==> src/sv/chacha_pkg.sv <==
// Shared types, constants and helpers for the ChaCha20 stream cipher.
// No dependencies; every other file refers to it by scoped names.
package chacha_pkg;

  localparam int unsigned WORD_W   = 32;
  localparam int unsigned ROWS     = 4;
  localparam int unsigned COLS     = 4;
  localparam int unsigned BLK_WDS  = 8;   // 64-bit keystream words per block
  localparam int unsigned ROUNDS   = 20;
  localparam int unsigned ROUND_W  = 5;
  localparam int unsigned POS_W    = 3;
  localparam int unsigned CNT_W    = 4;
  localparam int unsigned DATA_W   = 64;
  localparam int unsigned TDATA_W  = 72;
  localparam int unsigned CFG_IX_W = 3;

  localparam logic [31:0] SIGMA0 = 32'h61707865;
  localparam logic [31:0] SIGMA1 = 32'h3320646e;
  localparam logic [31:0] SIGMA2 = 32'h79622d32;
  localparam logic [31:0] SIGMA3 = 32'h6b206574;

  typedef logic [WORD_W-1:0] word_t;
  typedef logic [ROWS-1:0][WORD_W-1:0] quad_t;
  typedef logic [BLK_WDS-1:0][DATA_W-1:0] block_t;

  typedef enum logic [CFG_IX_W-1:0] {
    CFG_KEY0    = 3'd0,
    CFG_KEY1    = 3'd1,
    CFG_KEY2    = 3'd2,
    CFG_KEY3    = 3'd3,
    CFG_NONCE   = 3'd4,
    CFG_START   = 3'd5
  } cfg_idx_t;

  typedef enum logic [1:0] {
    ENG_IDLE,
    ENG_ROUND,
    ENG_FEED
  } eng_state_t;

  typedef struct packed {
    logic [3:0][DATA_W-1:0] key;
    logic [DATA_W-1:0]      nonce;
    word_t                  counter;
  } blk_cfg_t;

  typedef struct packed {
    logic take;   // current prefetched block moves into the consumer
    logic abort;  // drop prefetched or in-flight block
  } gen_ctrl_t;

  function automatic word_t rotl(input word_t v, input int unsigned n);
    rotl = (v << n) | (v >> (WORD_W - n));
  endfunction

endpackage

==> src/sv/chacha20_stream_cipher_top.sv <==
// ChaCha20 stream cipher top level: configuration registers, keystream
// consumer and output register. Uses chacha_pkg and chacha_block_gen.
//
// Each input transaction carries up to eight message bytes that are XORed
// with the next eight keystream bytes; bytes beyond the count come out zero.
// The generator builds a keystream block in a load step, twenty rounds on a
// row of four quarter-round cells and a feed-forward step, and prefetches it
// while the eight items of the previous block are consumed. The prefetch
// starts the cycle after a block is taken, and items within a block follow
// back to back while the output is not stalled. The first item of a message
// waits for its block; a tlast transaction or a register write drops the
// prefetched block and the generator restarts.
module chacha20_stream_cipher_top (
  input  logic                              clk,
  input  logic                              rst_n,
  input  logic                              in_tvalid,
  output logic                              in_tready,
  input  logic [chacha_pkg::TDATA_W-1:0]    in_tdata,  // data_in[63:0], byte_count[67:64], pad
  input  logic                              in_tlast,
  output logic                              out_tvalid,
  input  logic                              out_tready,
  output logic [chacha_pkg::TDATA_W-1:0]    out_tdata, // data_out[63:0], count_out[67:64], pad
  output logic                              out_tlast,
  input  logic                              cfg_valid,
  output logic                              cfg_ready,
  input  logic [chacha_pkg::CFG_IX_W-1:0]   cfg_index,
  input  logic [chacha_pkg::DATA_W-1:0]     cfg_data
);

  logic [3:0][chacha_pkg::DATA_W-1:0] key_r;
  logic [chacha_pkg::DATA_W-1:0] nonce_r;
  chacha_pkg::word_t start_r, blk_ctr_r, blk_ctr_nxt;
  logic open_r, open_nxt;
  logic [chacha_pkg::POS_W-1:0] pos_r, pos_nxt;
  chacha_pkg::block_t store_r;
  logic out_valid_r, out_valid_nxt;
  logic [chacha_pkg::DATA_W-1:0] out_data_r;
  logic [chacha_pkg::CNT_W-1:0] out_count_r;
  logic out_last_r;

  logic need_blk, accept, cfg_wr, blk_valid;
  chacha_pkg::block_t blk;
  chacha_pkg::blk_cfg_t gen_cfg;
  chacha_pkg::gen_ctrl_t gen_ctrl;
  logic [chacha_pkg::DATA_W-1:0] ks_word, mask, in_data;
  logic [chacha_pkg::CNT_W-1:0] in_count;

  assign in_data  = in_tdata[chacha_pkg::DATA_W-1:0];
  assign in_count = in_tdata[chacha_pkg::DATA_W +: chacha_pkg::CNT_W];

  assign cfg_ready = 1'b1;
  assign cfg_wr    = cfg_valid;

  assign need_blk  = !open_r || (pos_r == '0);
  assign in_tready = (!out_valid_r || out_tready) && (!need_blk || blk_valid);
  assign accept    = in_tvalid && in_tready;

  assign gen_cfg.key     = key_r;
  assign gen_cfg.nonce   = nonce_r;
  assign gen_cfg.counter = open_r ? blk_ctr_r : start_r;
  assign gen_ctrl.take   = accept && need_blk;
  assign gen_ctrl.abort  = cfg_wr || (accept && in_tlast);

  chacha_block_gen u_gen (
    .clk       (clk),
    .rst_n     (rst_n),
    .cfg       (gen_cfg),
    .ctrl      (gen_ctrl),
    .blk_valid (blk_valid),
    .blk       (blk)
  );

  always_ff @(posedge clk) begin
    if (!rst_n) begin
      key_r   <= '0;
      nonce_r <= '0;
      start_r <= '0;
    end else if (cfg_wr) begin
      case (chacha_pkg::cfg_idx_t'(cfg_index))
        chacha_pkg::CFG_KEY0:  key_r[0] <= cfg_data;
        chacha_pkg::CFG_KEY1:  key_r[1] <= cfg_data;
        chacha_pkg::CFG_KEY2:  key_r[2] <= cfg_data;
        chacha_pkg::CFG_KEY3:  key_r[3] <= cfg_data;
        chacha_pkg::CFG_NONCE: nonce_r  <= cfg_data;
        chacha_pkg::CFG_START: start_r  <= cfg_data[chacha_pkg::WORD_W-1:0];
        default: ;
      endcase
    end
  end

  assign ks_word = need_blk ? blk[0] : store_r[pos_r];

  always_comb begin
    for (int i = 0; i < 8; i++) begin
      mask[8*i +: 8] = (chacha_pkg::CNT_W'(i) < in_count) ? 8'hFF : 8'h00;
    end
  end

  always_comb begin
    blk_ctr_nxt   = blk_ctr_r;
    open_nxt      = open_r;
    pos_nxt       = pos_r;
    out_valid_nxt = out_valid_r;
    if (out_tready) begin
      out_valid_nxt = 1'b0;
    end
    if (accept) begin
      out_valid_nxt = 1'b1;
      open_nxt      = !in_tlast;
      pos_nxt       = need_blk ? chacha_pkg::POS_W'(1) : pos_r + 1'b1;
      if (need_blk) begin
        blk_ctr_nxt = gen_cfg.counter + 1'b1;
      end
    end
  end

  always_ff @(posedge clk) begin
    if (!rst_n) begin
      blk_ctr_r   <= '0;
      open_r      <= 1'b0;
      pos_r       <= '0;
      out_valid_r <= 1'b0;
    end else begin
      blk_ctr_r   <= blk_ctr_nxt;
      open_r      <= open_nxt;
      pos_r       <= pos_nxt;
      out_valid_r <= out_valid_nxt;
    end
  end

  // hold the block being consumed; word 0 is taken straight from the prefetch
  always_ff @(posedge clk) begin
    if (gen_ctrl.take) begin
      store_r <= blk;
    end
    if (accept) begin
      out_data_r  <= (in_data ^ ks_word) & mask;
      out_count_r <= in_count;
      out_last_r  <= in_tlast;
    end
  end

  assign out_tvalid = out_valid_r;
  assign out_tdata  = {{(chacha_pkg::TDATA_W - chacha_pkg::DATA_W - chacha_pkg::CNT_W){1'b0}},
                       out_count_r, out_data_r};
  assign out_tlast  = out_last_r;

endmodule

==> src/sv/chacha_qr_cell.sv <==
// Column cell: holds four state words; one quarter round per cycle on step.
// Uses chacha_pkg.
module chacha_qr_cell (
  input  logic              clk,
  input  logic              load,
  input  logic              step,
  input  chacha_pkg::quad_t init_q,
  input  chacha_pkg::quad_t route_q,
  output chacha_pkg::quad_t x_q,
  output chacha_pkg::quad_t qr_q
);

  chacha_pkg::quad_t x_r, x_nxt;
  chacha_pkg::word_t a1, a2, b1, b2, c1, c2, d1, d2;

  always_comb begin
    a1 = x_r[0] + x_r[1];
    d1 = chacha_pkg::rotl(x_r[3] ^ a1, 16);
    c1 = x_r[2] + d1;
    b1 = chacha_pkg::rotl(x_r[1] ^ c1, 12);
    a2 = a1 + b1;
    d2 = chacha_pkg::rotl(d1 ^ a2, 8);
    c2 = c1 + d2;
    b2 = chacha_pkg::rotl(b1 ^ c2, 7);
    qr_q = {d2, c2, b2, a2};
  end

  always_comb begin
    x_nxt = x_r;
    if (load) begin
      x_nxt = init_q;
    end else if (step) begin
      x_nxt = route_q;
    end
  end

  always_ff @(posedge clk) begin
    x_r <= x_nxt;
  end

  assign x_q = x_r;

endmodule

==> src/sv/chacha_block_gen.sv <==
// Keystream block generator: four quarter-round cells that trade rows between
// column and diagonal rounds, a round sequencer and the feed-forward buffer.
// Uses chacha_pkg and chacha_qr_cell.
module chacha_block_gen (
  input  logic                 clk,
  input  logic                 rst_n,
  input  chacha_pkg::blk_cfg_t cfg,
  input  chacha_pkg::gen_ctrl_t ctrl,
  output logic                 blk_valid,
  output chacha_pkg::block_t   blk
);

  chacha_pkg::eng_state_t state_r, state_nxt;
  logic [chacha_pkg::ROUND_W-1:0] round_r, round_nxt;
  logic load, step, feed;
  logic blk_valid_r, blk_valid_nxt;
  chacha_pkg::block_t blk_r;
  chacha_pkg::word_t [15:0] init_w;
  chacha_pkg::quad_t [chacha_pkg::COLS-1:0] init_q, route_q, x_q, qr_q;

  always_comb begin
    init_w[0]  = chacha_pkg::SIGMA0;
    init_w[1]  = chacha_pkg::SIGMA1;
    init_w[2]  = chacha_pkg::SIGMA2;
    init_w[3]  = chacha_pkg::SIGMA3;
    for (int i = 0; i < 4; i++) begin
      init_w[4 + 2*i] = cfg.key[i][31:0];
      init_w[5 + 2*i] = cfg.key[i][63:32];
    end
    init_w[12] = cfg.counter;
    init_w[13] = '0;
    init_w[14] = cfg.nonce[31:0];
    init_w[15] = cfg.nonce[63:32];
  end

  for (genvar c = 0; c < chacha_pkg::COLS; c++) begin : g_cell
    for (genvar r = 0; r < chacha_pkg::ROWS; r++) begin : g_row
      localparam int unsigned DIAG = (c + r) % chacha_pkg::COLS;
      localparam int unsigned UNDG = (c + chacha_pkg::COLS - r) % chacha_pkg::COLS;
      assign init_q[c][r] = init_w[chacha_pkg::COLS*r + c];
      // even rounds skew rows into diagonals, odd rounds skew them back
      assign route_q[c][r] = round_r[0] ? qr_q[UNDG][r] : qr_q[DIAG][r];
    end
    chacha_qr_cell u_cell (
      .clk     (clk),
      .load    (load),
      .step    (step),
      .init_q  (init_q[c]),
      .route_q (route_q[c]),
      .x_q     (x_q[c]),
      .qr_q    (qr_q[c])
    );
  end

  always_comb begin
    state_nxt = state_r;
    round_nxt = round_r;
    load = 1'b0;
    step = 1'b0;
    feed = 1'b0;
    case (state_r)
      chacha_pkg::ENG_IDLE: begin
        if (!blk_valid_r) begin
          load = 1'b1;
          round_nxt = '0;
          state_nxt = chacha_pkg::ENG_ROUND;
        end
      end
      chacha_pkg::ENG_ROUND: begin
        step = 1'b1;
        if (round_r == chacha_pkg::ROUND_W'(chacha_pkg::ROUNDS - 1)) begin
          state_nxt = chacha_pkg::ENG_FEED;
        end else begin
          round_nxt = round_r + 1'b1;
        end
      end
      chacha_pkg::ENG_FEED: begin
        feed = 1'b1;
        state_nxt = chacha_pkg::ENG_IDLE;
      end
      default: begin
        state_nxt = chacha_pkg::ENG_IDLE;
      end
    endcase
    if (ctrl.abort) begin
      load = 1'b0;
      feed = 1'b0;
      state_nxt = chacha_pkg::ENG_IDLE;
    end
  end

  always_comb begin
    blk_valid_nxt = blk_valid_r;
    if (ctrl.abort) begin
      blk_valid_nxt = 1'b0;
    end else if (feed) begin
      blk_valid_nxt = 1'b1;
    end else if (ctrl.take) begin
      blk_valid_nxt = 1'b0;
    end
  end

  always_ff @(posedge clk) begin
    if (!rst_n) begin
      state_r     <= chacha_pkg::ENG_IDLE;
      round_r     <= '0;
      blk_valid_r <= 1'b0;
    end else begin
      state_r     <= state_nxt;
      round_r     <= round_nxt;
      blk_valid_r <= blk_valid_nxt;
    end
  end

  // feed-forward: add the initial state and pack word pairs
  always_ff @(posedge clk) begin
    if (feed) begin
      for (int i = 0; i < chacha_pkg::BLK_WDS; i++) begin
        blk_r[i] <= {x_q[(2*i+1) % 4][(2*i+1) / 4] + init_w[2*i+1],
                     x_q[(2*i) % 4][(2*i) / 4] + init_w[2*i]};
      end
    end
  end

  assign blk_valid = blk_valid_r;
  assign blk       = blk_r;

endmodule

==> config.mk <==
export PLATFORM = sky130hd
export DESIGN_NAME = chacha20_stream_cipher_top
export DESIGN_NICKNAME = d
export VERILOG_FILES = /design/src/sv/chacha_pkg.sv /design/src/sv/chacha20_stream_cipher_top.sv /design/src/sv/chacha_qr_cell.sv /design/src/sv/chacha_block_gen.sv
export SDC_FILE = /design/constraint.sdc
export NUM_CORES = 2
export LEC_CHECK = 0
export BUFFER_PORTS_ARGS = -buffer_cell sky130_fd_sc_hd__buf_2
export CAP_MARGIN = 20
export CORE_MARGIN = 2
export CORE_UTILIZATION = 30
export CTS_CLUSTER_DIAMETER = 80
export CTS_CLUSTER_SIZE = 28
export DETAILED_ROUTE_END_ITERATION = 10
export HOLD_SLACK_MARGIN = 0.08
export MAX_ROUTING_LAYER = met4
export PLACE_DENSITY = 0.49
export SLEW_MARGIN = 5
export SYNTH_ARGS = -nofsm -noshare
export SYNTH_HDL_FRONTEND = slang
export SYNTH_HIERARCHICAL = 1
export SYNTH_SLANG_ARGS = --single-unit
==> constraint.sdc <==
create_clock -name clk -period 86.5 [get_ports clk]
set_clock_uncertainty 0.1 [all_clocks]
set_input_delay 21.625 -clock clk [delete_from_list [all_inputs] [get_ports clk]]
set_output_delay 21.625 -clock clk [all_outputs]
set_load 0.02 [all_outputs]
==> flow_summary_export.csv <==
group,metric,value,unit
synth,syn_avg_cell_area,11.1,um2
synth,synth_edf_count,1605,
cells_and_area,area_growth,11.5,%
setup_path,crit_arrival,22.36,ns
place,placed_area,136000,um2
setup_path,regToRegSetupSlack,69.14,ns
floorplan,io-pin-count,221,
min_path,min_from,"u_gen/blk[167]",
synth,yosysWarnings,6,
setup_path,crit_path_end_kind,"output port",
clock_network,clockBufferDepth,4,
floorplan,core_area,421000,um2
clock_network,cts_resized,0,
setup_path,cp_common_cell,"buf_2",
setup_path,worstSetupStartpointType,"input port",
min_path,hp-class,"flop to flop",
setup_path,critPathRequiredTime,64.77,ns
global_route,first_global_vias,86700,
clock_network,root_buffer,"clkbuf_16",
timing,maxSlewHeadroom,0.0394,
clock_network,cts_buffers,146,
clock_network,htreeDepth,4,
clock_network,clkSlewWorstSetupHoldPaths,0.10,ns
cells_and_area,n_fill_cell,42700,
flow_run,cap_violations,0,
cells_and_area,final_util,0.336,
detailed_routing,route.detailed.drc,0,
timing,setup_viol,0,
floorplan,die_w,655,um
clock_network,tritoncts,"built",
setup_path,path_max_fanout,4,
timing,fin_crit,44.08,ns
clock_network,clock-sinks,2002,
floorplan,initial_core_util,0.302,
place,finalWeightedCongestion,1.08,
global_route,grt_antenna_before_repair,75,
setup_path,cp_slowest_cell,"nor2b_1",
cells_and_area,register_area,56200,um2
synth,synth_area_leaders,"edfxtp_1, ha_1, mux2_2, dfxtp_1, xor2_1",
setup_path,path_cells,"buf_2 -> nor2b_1 -> nor2_1 -> buf_2",
synth,syn_area,127000,um2
synth,yosysMostFrequentCell,"edfxtp_1",
global_route,grt_max_degree,125,
setup_path,regToRegStartpoint,"u_gen/g_cell[2].u_cell/x_q[2]",
cells_and_area,finalNonFillerCells,17700,
detailed_routing,finalWirelength,599,mm
floorplan,rows,238,
synth,synthesis.instances,11500,
cells_and_area,multi_input_comb_area,69200,um2
detailed_routing,drt_iter0_drc,11800,
setup_path,path_class,"input port to output port",
synth,synth_top_area_frac,0.380,
synth,ys_seq_area_frac,0.442,
floorplan,die_h,655,um
detailed_routing,postRouteAntennaNets,0,
setup_path,timing.rr.end,"u_gen/g_cell[1].u_cell/x_q[36]",
min_path,holdPathEnd,"store_r[167]",
cells_and_area,finalNetCount,12900,
timing,tns,0,ns
detailed_routing,drtPass1Iterations,6,
clock_network,postCtsSetupRepairBufs,0,
clock_network,hold_buffers,0,
cells_and_area,fin_area,142000,um2
timing,tightest_slew,1.40,ns
synth,yosysTopAreaCell,"edfxtp_1",
timing,fmax,0.0227,GHz
global_route,grt_overflow,0,
synth,async_flop_share,0,
clock_network,clock_latency,0.95,ns
detailed_routing,routedWlPerCell,33.9,um
cells_and_area,layout-drive-gt1-share,0.157,
status,status,"complete, no violations",
place,port_buffers,211,
place,placed_cells_incl_taps,17300,
timing,rsz0062_at_grt,"false",
place,hpwl,496,mm
min_path,min_path_cells,0,
global_route,track_usage,0.277,
synth,ys_top_cells_by_count,"edfxtp_1, nand2_1, a21oi_1",
detailed_routing,vias,97100,
synth,yosysUniqueCellTypes,141,
setup_path,cp_slowest_stage_delay,0.36,ns
timing,fin_crit_sh,0.510,
global_route,grt_pass1_wl,784,mm
timing,hold_viol,0,
setup_path,ff2ff_path_depth,46,
floorplan,die_area,429000,um2
synth,ys.flop_type,"edfxtp_1",
timing,final-max-slew-violation-count,0,
detailed_routing,viasPerCell,5.50,
synth,ys_ff_latch,2002,
worst max path at each step:
stage                           from  slack (ns)      endpoint  cells after the start
after floorplan           out_tready       23.99  u_gen/blk[0]                      5
after global placement    out_tready       42.35     in_tready                      4
after detailed placement  out_tready       42.36     in_tready                      4
after CTS                 out_tready       42.36     in_tready                      4
after global routing      out_tready       42.34     in_tready                      4
final                     out_tready       42.42     in_tready                      4
layout by cell type (no fill, tap or decap), types with 229 or more instances in the layout:
cell type and instances:
ha_1 853, xor2_1 781, nand2_1 1172, a21o_1 419
inv_1 229, mux2_2 854, edfxtp_1 1605, a21oi_1 1139
xnor2_1 656, o21ai_0 349, dfxtp_1 392, nor2_1 477
worst max-delay path: cells and delay by family:
kind          cells  cell delay [ns]
buf+inv           2             0.27
simple gates      2             0.45
area by class of cell:
| cell class | count | area share |
|---|---|---|
| multi-input combinational | 9028 | 0.489 |
| sequential | 2002 | 0.397 |
| tap | 5640 | 0.0498 |
| clock buffer | 158 | 0.0266 |
| timing repair buffer | 421 | 0.0193 |
| clock inverter | 109 | 0.0112 |
| inverter | 232 | 0.00626 |
| antenna | 69 | 0.00122 |
through the flow:
| step | hold slack (ns) | setup slack (ns) |
|---|---|---|
| after floorplan | 0.300 | 23.99 |
| after global placement | 0.300 | 42.35 |
| after detailed placement | 0.305 | 42.36 |
| after CTS | 0.284 | 42.36 |
| after global routing | 0.304 | 42.34 |
| final | 0.291 | 42.42 |
per-layer routing:
| layer | vias up | global-route usage | share of wire |
|---|---|---|---|
| li1 | 43300 | - | - |
| met1 | 49300 | 0.389 | 0.46 |
| met2 | 3944 | 0.400 | 0.43 |
| met3 | 548 | 0.0504 | 0.079 |
| met4 | 0 | 0.0932 | 0.039 |
| met5 | - | - | 0 |
kinds of logic (layout without fill, tap and decap cells):
family / Yosys count / in the layout / synth area share
DFF: 2002 / 2002 / 0.442
xor gates and xnor gates: 1499 / 1499 / 0.108
buffers and inverters: 610 / 920 / 0.0194
other: 4 / 234 / 0.000118
adders and majority gates: 880 / 880 / 0.0883
and+or+nand+nor: 2575 / 2575 / 0.0936
AOI/OAI and AO/OA: 2846 / 2846 / 0.144
muxes: 1063 / 1063 / 0.105
registers in the layout, indices dropped and copies added, names as in the netlist, 2 cells and up:
| signal | flops |
|---|---|
| u_gen/g_cell.u_cell/x_q | 512 |
| out_count_r | 4 |
| pos_r | 3 |
| out_data_r | 64 |
| store_r | 512 |
| u_gen/state_r | 2 |
| gen_cfg | 256 |
| u_gen/blk | 512 |
| u_gen/round_r | 5 |
| nonce_r | 64 |
| blk_ctr_r | 32 |
| start_r | 32 |
Power is left out: the tool's default activity adds up to more than one toggle a clock period on the data nets, which glitch-free logic cannot reach.
